--- config.mk ---
export PLATFORM = sky130hd
export DESIGN_NAME = quoted_token_splitter_core
export DESIGN_NICKNAME = d
export VERILOG_FILES = /design/src/rtl/core/qts_pkg.sv /design/src/rtl/core/quoted_token_splitter_core.sv /design/src/rtl/core/qts_parse.sv /design/src/rtl/core/qts_fifo.sv
export SDC_FILE = /design/constraint.sdc
export NUM_CORES = 1
export LEC_CHECK = 0
export BUFFER_PORTS_ARGS = -buffer_cell sky130_fd_sc_hd__buf_2
export CAP_MARGIN = 25
export CORE_MARGIN = 2
export CORE_UTILIZATION = 64
export CTS_CLUSTER_SIZE = 25
export DETAILED_ROUTE_END_ITERATION = 10
export HOLD_SLACK_MARGIN = 0.15
export PLACE_DENSITY = 0.81
export SYNTH_ARGS = -nofsm -noshare
export SYNTH_HDL_FRONTEND = slang
export SYNTH_SLANG_ARGS = --single-unit
--- constraint.sdc ---
create_clock -name clk -period 5.06 [get_ports clk]
set_input_delay 1.012 -clock clk [delete_from_list [all_inputs] [get_ports clk]]
set_output_delay 1.012 -clock clk [all_outputs]
set_load 0.01 [all_outputs]
--- src/rtl/core/qts_pkg.sv ---
package qts_pkg;

  localparam int UNIT_BITS = 16;
  localparam int QDEPTH = 4;
  localparam int PTR_BITS = $clog2(QDEPTH);
  localparam int CNT_BITS = $clog2(QDEPTH + 1);

  typedef enum logic [1:0] {
    KIND_UNIT = 2'd0,
    KIND_DONE = 2'd1,
    KIND_NONE = 2'd2
  } kind_t;

  typedef struct packed {
    kind_t                kind;
    logic [UNIT_BITS-1:0] unit;
  } result_t;

  typedef struct packed {
    logic [1:0] count;
    result_t    first;
    result_t    second;
  } parse_t;

endpackage

--- src/rtl/core/quoted_token_splitter_core.sv ---
// A code word accepted into the input stage is parsed when the result queue has room, and its
// results are written into the result queue, whose head word is then offered.
// Throughput: one code word per cycle while the 4-entry result queue has room for two more
// results; a word that yields two results writes both at once, and input stalls when short of room.
// Reset: rst (synchronous, active high) empties the input stage and result queue
// and returns the parser to skipping whitespace.
module quoted_token_splitter_core (
  input  logic                          clk,
  input  logic                          rst,
  input  logic                          code_valid,
  output logic                          code_ready,
  input  logic [qts_pkg::UNIT_BITS-1:0] code_unit,
  output logic                          result_valid,
  input  logic                          result_ready,
  output logic [1:0]                    kind,
  output logic [qts_pkg::UNIT_BITS-1:0] out_unit
);

  logic                          stage_valid;
  logic [qts_pkg::UNIT_BITS-1:0] stage_unit;
  logic                          room;
  logic                          step;
  logic                          pop;

  qts_pkg::parse_t  res;
  qts_pkg::parse_t  push;
  qts_pkg::result_t head;

  assign step       = stage_valid && room;
  assign code_ready = !stage_valid || room;
  assign pop        = result_valid && result_ready;

  always_comb begin
    push = res;
    if (!step) begin
      push.count = 2'd0;
    end
  end

  always_ff @(posedge clk) begin
    if (rst) begin
      stage_valid <= 1'b0;
    end else if (code_valid && code_ready) begin
      stage_valid <= 1'b1;
    end else if (step) begin
      stage_valid <= 1'b0;
    end
  end

  always_ff @(posedge clk) begin
    if (code_valid && code_ready) begin
      stage_unit <= code_unit;
    end
  end

  qts_parse u_parse (
    .clk  (clk),
    .rst  (rst),
    .step (step),
    .unit (stage_unit),
    .res  (res)
  );

  qts_fifo u_fifo (
    .clk       (clk),
    .rst       (rst),
    .push      (push),
    .pop       (pop),
    .room      (room),
    .not_empty (result_valid),
    .head      (head)
  );

  assign kind     = head.kind;
  assign out_unit = head.unit;

endmodule

--- src/rtl/core/qts_parse.sv ---
module qts_parse (
  input  logic                           clk,
  input  logic                           rst,
  input  logic                           step,
  input  logic [qts_pkg::UNIT_BITS-1:0]  unit,
  output qts_pkg::parse_t                res
);

  typedef enum logic [1:0] {
    MODE_SKIP   = 2'd0,
    MODE_PLAIN  = 2'd1,
    MODE_QUOTED = 2'd2,
    MODE_HELD   = 2'd3
  } mode_t;

  localparam logic [qts_pkg::UNIT_BITS-1:0] CH_SPACE  = qts_pkg::UNIT_BITS'(8'h20);
  localparam logic [qts_pkg::UNIT_BITS-1:0] CH_TAB    = qts_pkg::UNIT_BITS'(8'h09);
  localparam logic [qts_pkg::UNIT_BITS-1:0] CH_CR     = qts_pkg::UNIT_BITS'(8'h0D);
  localparam logic [qts_pkg::UNIT_BITS-1:0] CH_LF     = qts_pkg::UNIT_BITS'(8'h0A);
  localparam logic [qts_pkg::UNIT_BITS-1:0] CH_QUOTE  = qts_pkg::UNIT_BITS'(8'h22);
  localparam logic [qts_pkg::UNIT_BITS-1:0] CH_BSLASH = qts_pkg::UNIT_BITS'(8'h5C);
  localparam logic [qts_pkg::UNIT_BITS-1:0] ZERO      = '0;

  mode_t mode;
  mode_t mode_next;
  logic  is_end;
  logic  is_space;

  qts_pkg::result_t r_unit;
  qts_pkg::result_t r_bslash;
  qts_pkg::result_t r_quote;
  qts_pkg::result_t r_done;
  qts_pkg::result_t r_none;

  assign is_end   = (unit == ZERO);
  assign is_space = (unit == CH_SPACE) || (unit == CH_TAB) || (unit == CH_CR) ||
                    (unit == CH_LF);

  assign r_unit   = '{kind: qts_pkg::KIND_UNIT, unit: unit};
  assign r_bslash = '{kind: qts_pkg::KIND_UNIT, unit: CH_BSLASH};
  assign r_quote  = '{kind: qts_pkg::KIND_UNIT, unit: CH_QUOTE};
  assign r_done   = '{kind: qts_pkg::KIND_DONE, unit: ZERO};
  assign r_none   = '{kind: qts_pkg::KIND_NONE, unit: ZERO};

  always_comb begin
    res       = '{count: 2'd0, first: r_done, second: r_done};
    mode_next = mode;
    unique case (mode)
      MODE_SKIP: begin
        if (is_end) begin
          res.count = 2'd1;
          res.first = r_none;
        end else if (is_space) begin
          mode_next = MODE_SKIP;
        end else if (unit == CH_QUOTE) begin
          mode_next = MODE_QUOTED;
        end else begin
          res.count = 2'd1;
          res.first = r_unit;
          mode_next = MODE_PLAIN;
        end
      end
      MODE_PLAIN: begin
        res.count = 2'd1;
        if (is_end || is_space) begin
          res.first = r_done;
          mode_next = MODE_SKIP;
        end else begin
          res.first = r_unit;
        end
      end
      MODE_QUOTED: begin
        if (is_end || unit == CH_QUOTE) begin
          res.count = 2'd1;
          res.first = r_done;
          mode_next = MODE_SKIP;
        end else if (unit == CH_BSLASH) begin
          mode_next = MODE_HELD;
        end else begin
          res.count = 2'd1;
          res.first = r_unit;
        end
      end
      MODE_HELD: begin
        if (unit == CH_QUOTE) begin
          res.count = 2'd1;
          res.first = r_quote;
          mode_next = MODE_QUOTED;
        end else if (unit == CH_BSLASH) begin
          res.count = 2'd1;
          res.first = r_bslash;
        end else if (is_end) begin
          res.count  = 2'd2;
          res.first  = r_bslash;
          res.second = r_done;
          mode_next  = MODE_SKIP;
        end else begin
          res.count  = 2'd2;
          res.first  = r_bslash;
          res.second = r_unit;
          mode_next  = MODE_QUOTED;
        end
      end
      default: begin
        mode_next = MODE_SKIP;
      end
    endcase
  end

  always_ff @(posedge clk) begin
    if (rst) begin
      mode <= MODE_SKIP;
    end else if (step) begin
      mode <= mode_next;
    end
  end

endmodule

--- src/rtl/core/qts_fifo.sv ---
module qts_fifo (
  input  logic             clk,
  input  logic             rst,
  input  qts_pkg::parse_t  push,
  input  logic             pop,
  output logic             room,
  output logic             not_empty,
  output qts_pkg::result_t head
);

  qts_pkg::result_t mem [qts_pkg::QDEPTH];

  logic [qts_pkg::PTR_BITS-1:0] wr_ptr;
  logic [qts_pkg::PTR_BITS-1:0] wr_ptr_plus;
  logic [qts_pkg::PTR_BITS-1:0] rd_ptr;
  logic [qts_pkg::CNT_BITS-1:0] count;
  logic [qts_pkg::CNT_BITS-1:0] count_next;

  assign wr_ptr_plus = wr_ptr + qts_pkg::PTR_BITS'(1);
  assign count_next  = count + qts_pkg::CNT_BITS'(push.count) - qts_pkg::CNT_BITS'(pop);
  assign room        = (count <= qts_pkg::CNT_BITS'(qts_pkg::QDEPTH - 2));
  assign not_empty   = (count != '0);
  assign head        = mem[rd_ptr];

  always_ff @(posedge clk) begin
    if (push.count != 2'd0) begin
      mem[wr_ptr] <= push.first;
    end
    if (push.count == 2'd2) begin
      mem[wr_ptr_plus] <= push.second;
    end
  end

  always_ff @(posedge clk) begin
    if (rst) begin
      wr_ptr <= '0;
      rd_ptr <= '0;
      count  <= '0;
    end else begin
      wr_ptr <= wr_ptr + qts_pkg::PTR_BITS'(push.count);
      rd_ptr <= rd_ptr + qts_pkg::PTR_BITS'(pop);
      count  <= count_next;
    end
  end

`ifndef SYNTHESIS
  a_count_bound: assert property (@(posedge clk) disable iff (rst)
    count <= qts_pkg::CNT_BITS'(qts_pkg::QDEPTH))
    else $error("result queue count out of range");

  a_no_overrun: assert property (@(posedge clk) disable iff (rst)
    (push.count != 2'd0) |->
      ((qts_pkg::CNT_BITS+1)'(count) + (qts_pkg::CNT_BITS+1)'(push.count) <=
       (qts_pkg::CNT_BITS+1)'(qts_pkg::QDEPTH)))
    else $error("result queue overrun");

  a_no_underrun: assert property (@(posedge clk) disable iff (rst)
    pop |-> not_empty)
    else $error("result queue underrun");

  a_push_shows: assert property (@(posedge clk) disable iff (rst)
    (!not_empty && push.count != 2'd0) |=> not_empty)
    else $error("pushed word not presented");
`endif

endmodule

==> flow_summary_export.csv <==
group,metric,value,unit
clock_tree,h-tree-depth,3,
final_layout,final_cell_mix,"84 x edfxtp_1, 39 x buf_2, 38 x and2_1",
synthesis,syn_inst,368,
critical_path,end_kind,"flip-flop",
timing,fin_crit,3260,ps
grt,grt_remaining_overflow,0,
final_layout,drive_gt1_share,21.8,%
clock_tree,cts_buffers,9,
critical_path,reg2reg_depth,10,
die,fp.coreArea,7250,µm²
timing,rsz0062_at_grt,"no",
grt,grt_pass1_vias,3047,
critical_path,worstReg2RegStart,"stage_unit[11]$_DFFE_PP_",
grt,antenna_found_initial,0,
synthesis,yosys_warnings,0,
die,die_y,90.7,µm
timing,slew_headroom,34.8,%
drt,drc,0,
timing,slew_viol_final,0,
die,die_area,8220,µm²
timing,finalCritPeriodShare,64.4,%
synthesis,synth-main-ff-cell,"edfxtp_1",
flow_run,cap_violations,0,
clock_tree,clk_pin_slew,90,ps
min_path,holdCritPathClass,"flip-flop to flip-flop",
placed_design,preCtsSetupSlack,1810,ps
drt,post_drt_wl_per_cell,19.8,µm
final_layout,final-seq-area,2800,µm²
critical_path,r2r_end,"u_fifo.count[2]$_SDFF_PP0_",
timing,finalHoldViolCount,0,
drt,ant_nets,0,
synthesis,syn_nets,394,
die,die_w,90.7,µm
critical_path,cp.arrival,3520,ps
timing,finalSetupViolCount,0,
synthesis,syn_avg_cell_area,13.1,µm²
drt,drt-initial-drc-count,322,
power_and_ir_drop,ir_drop,0.000239,V
synthesis,netlist_top_cells_area,"edfxtp_1 52%, mux4_2 8.4%, dfxtp_1 5.8%",
timing,fmax,307,MHz
critical_path,path_class,"flip-flop to flip-flop",
drt,drt_first_pass_iters,5,
grt,grt_pass1_wl,16300,µm
die,ioPinCount,40,
synthesis,synth.distinct_cells,62,
clock_tree,cts_tree,"built",
synthesis,synth-edff-count,84,
die,std_cell_rows,31,
final_layout,fillers,485,
placed_design,hpwl,7360,µm
drt,via_per_inst,6.37,
clock_tree,clk_path_buf_depth,2,
critical_path,crit_path_end,"u_fifo.count[2]$_SDFF_PP0_",
placed_design,portBuffers,39,
final_layout,nets,433,
grt,grt_max_degree,20,
drt,routed_wl,10100,µm
grt,grt_use_total,26.1,%
drt,vias,3255,
power_and_ir_drop,power_leakage,1.90,nW
final_layout,multiInputGateArea,1880,µm²
final_layout,final_common_cell,"edfxtp_1",
timing,timing.final.ws_setup,1800,ps
clock_tree,cts-root-buf,"clkbuf_8",
clock_tree,clock-sinks,98,
critical_path,critPathLaunchType,"flip-flop",
power_and_ir_drop,power_density,360,nW/µm²
clock_tree,post-cts-setup-buffers,0,
run_status,status,"finished, final reports clean",
timing,fin_tns_setup,0,ps
critical_path,critPathMaxFanout,8,
synthesis,synthesis.area,4810,µm²
clock_tree,cts_resized,0,
synthesis,async_flop_share,0,%
timing,hold_slack,461,ps
synthesis,yosysTopAreaCell,"edfxtp_1",
critical_path,rrSetupSlack,1800,ps
synthesis,synth-seq-area-share,58.3,%
critical_path,worst_ep_required_time,5320,ps
final_layout,synthToLayoutAreaGrowth,9.73,%
timing,fin_skew,12.5,ps
critical_path,setup.worst_path.start,"stage_unit[11]$_DFFE_PP_",
synthesis,synth_top_area_share,52.5,%
clock_tree,hold_buffers,0,
die,start_util,66.3,%
final_layout,diodes,0,
placed_design,place.gp.congestion,0.990,
synthesis,ys_ff_latch,98,
clock_tree,clk_latency,370,ps
timing,worst_pin_slew,976,ps
where the power goes:
part | switching [mW] | internal, mW | leakage [nW] | total [mW]
sequential | 0.0626 | 0.937 | 0.978 | 1.00
clock | 0.284 | 0.188 | 0.0921 | 0.471
combinational | 0.215 | 0.213 | 0.830 | 0.429
cell type report:
| cell class | instances | area share, % |
|---|---|---|
| Clock buffer | 9 | 2.35 |
| Inverter | 15 | 1.07 |
| Sequential cell | 98 | 53.1 |
| Clock inverter | 7 | 1.23 |
| Tap cell | 99 | 2.35 |
| Multi-Input combinational cell | 240 | 35.6 |
| Timing Repair Buffer | 43 | 4.27 |
layer usage:
| metal | vias to the layer above | GRT usage, % | wire length, µm |
|---|---|---|---|
| met1 | 1550 | 37.5 | 4200 |
| met4 | 0 | 8.21 | 191 |
| li1 | 1496 | - | - |
| met3 | 21 | 5.18 | 910 |
| met5 | - | 0 | 0 |
| met2 | 188 | 41.0 | 4820 |
through the flow:
step	instance area, µm²	power, mW	utilization (%)	instances
after floorplan	4810	1.31	-	368
after global placement	5090	1.44	70.1	495
after detailed placement	5090	1.45	70.1	495
after CTS	5280	1.91	72.7	511
after global routing	5280	1.99	72.7	511
final	5280	1.90	72.7	511
flip-flops by register name, indices dropped and copies added (netlist names):
name           count
u_fifo.mem        72
stage_unit        16
u_fifo.count       3
u_fifo.rd_ptr      2
u_fifo.wr_ptr      2
u_parse.mode       2
stage_valid        1
worst min path at each step:
stage | depth (start not counted) | start | slack, ps | end
2_1_floorplan | 2 | u_fifo.mem[2][17]$_SDFFE_PP0P_ | 430 | u_fifo.mem[2][17]$_SDFFE_PP0P_
3_3_place_gp | 2 | u_fifo.mem[2][17]$_SDFFE_PP0P_ | 440 | u_fifo.mem[2][17]$_SDFFE_PP0P_
3_5_place_dp | 2 | u_fifo.mem[2][17]$_SDFFE_PP0P_ | 450 | u_fifo.mem[2][17]$_SDFFE_PP0P_
4_1_cts | 2 | u_fifo.mem[2][17]$_SDFFE_PP0P_ | 460 | u_fifo.mem[2][17]$_SDFFE_PP0P_
5_1_grt | 2 | u_fifo.mem[2][17]$_SDFFE_PP0P_ | 490 | u_fifo.mem[2][17]$_SDFFE_PP0P_
6_report | 2 | u_fifo.mem[2][17]$_SDFFE_PP0P_ | 460 | u_fifo.mem[2][17]$_SDFFE_PP0P_
cell usage after synthesis, types with 2 or more instances:
cell and number:
o2111ai_1 2, nor4_2 2, or2_1 2, mux4_2 18, or4_1 2, nand2_1 14, a21o_1 5, nor3b_1 4
o211ai_1 2, a21boi_0 2, dfxtp_1 14, a21oi_1 14, inv_1 15, nor3_1 5, nor2_1 18, nand3_1 11
o21ai_0 20, o22ai_1 5, nand3b_1 3, xnor2_1 4, nand2b_1 2, o31a_1 2, o21ai_1 4, or3_1 5
and2_1 38, ha_1 5, o21a_1 2, buf_2 4, clkbuf_1 9, nor2b_1 10, nand4_1 2, o21ai_2 3
a32o_1 8, edfxtp_1 84
kinds of logic after synthesis:
group	synth area share, %
buffers and inverters	2.63
muxes	8.43
and+or+nand+nor	15.7
adders and majority gates	1.72
xor gates and xnor gates	0.911
DFF	58.3
AOI/OAI and AO/OA	12.4
critical path: stages, from the launching register on:
cell	delay [ps]
edfxtp_1	450
nor4_2	510
nand3_1	360
or3_1	430
a21oi_1	250
nor3_1	110
ha_1	210
fa_1	430
xor2_1	200
xnor2_1	150
nor2_1	50
Note: power is estimated with default switching activity, not from simulation.
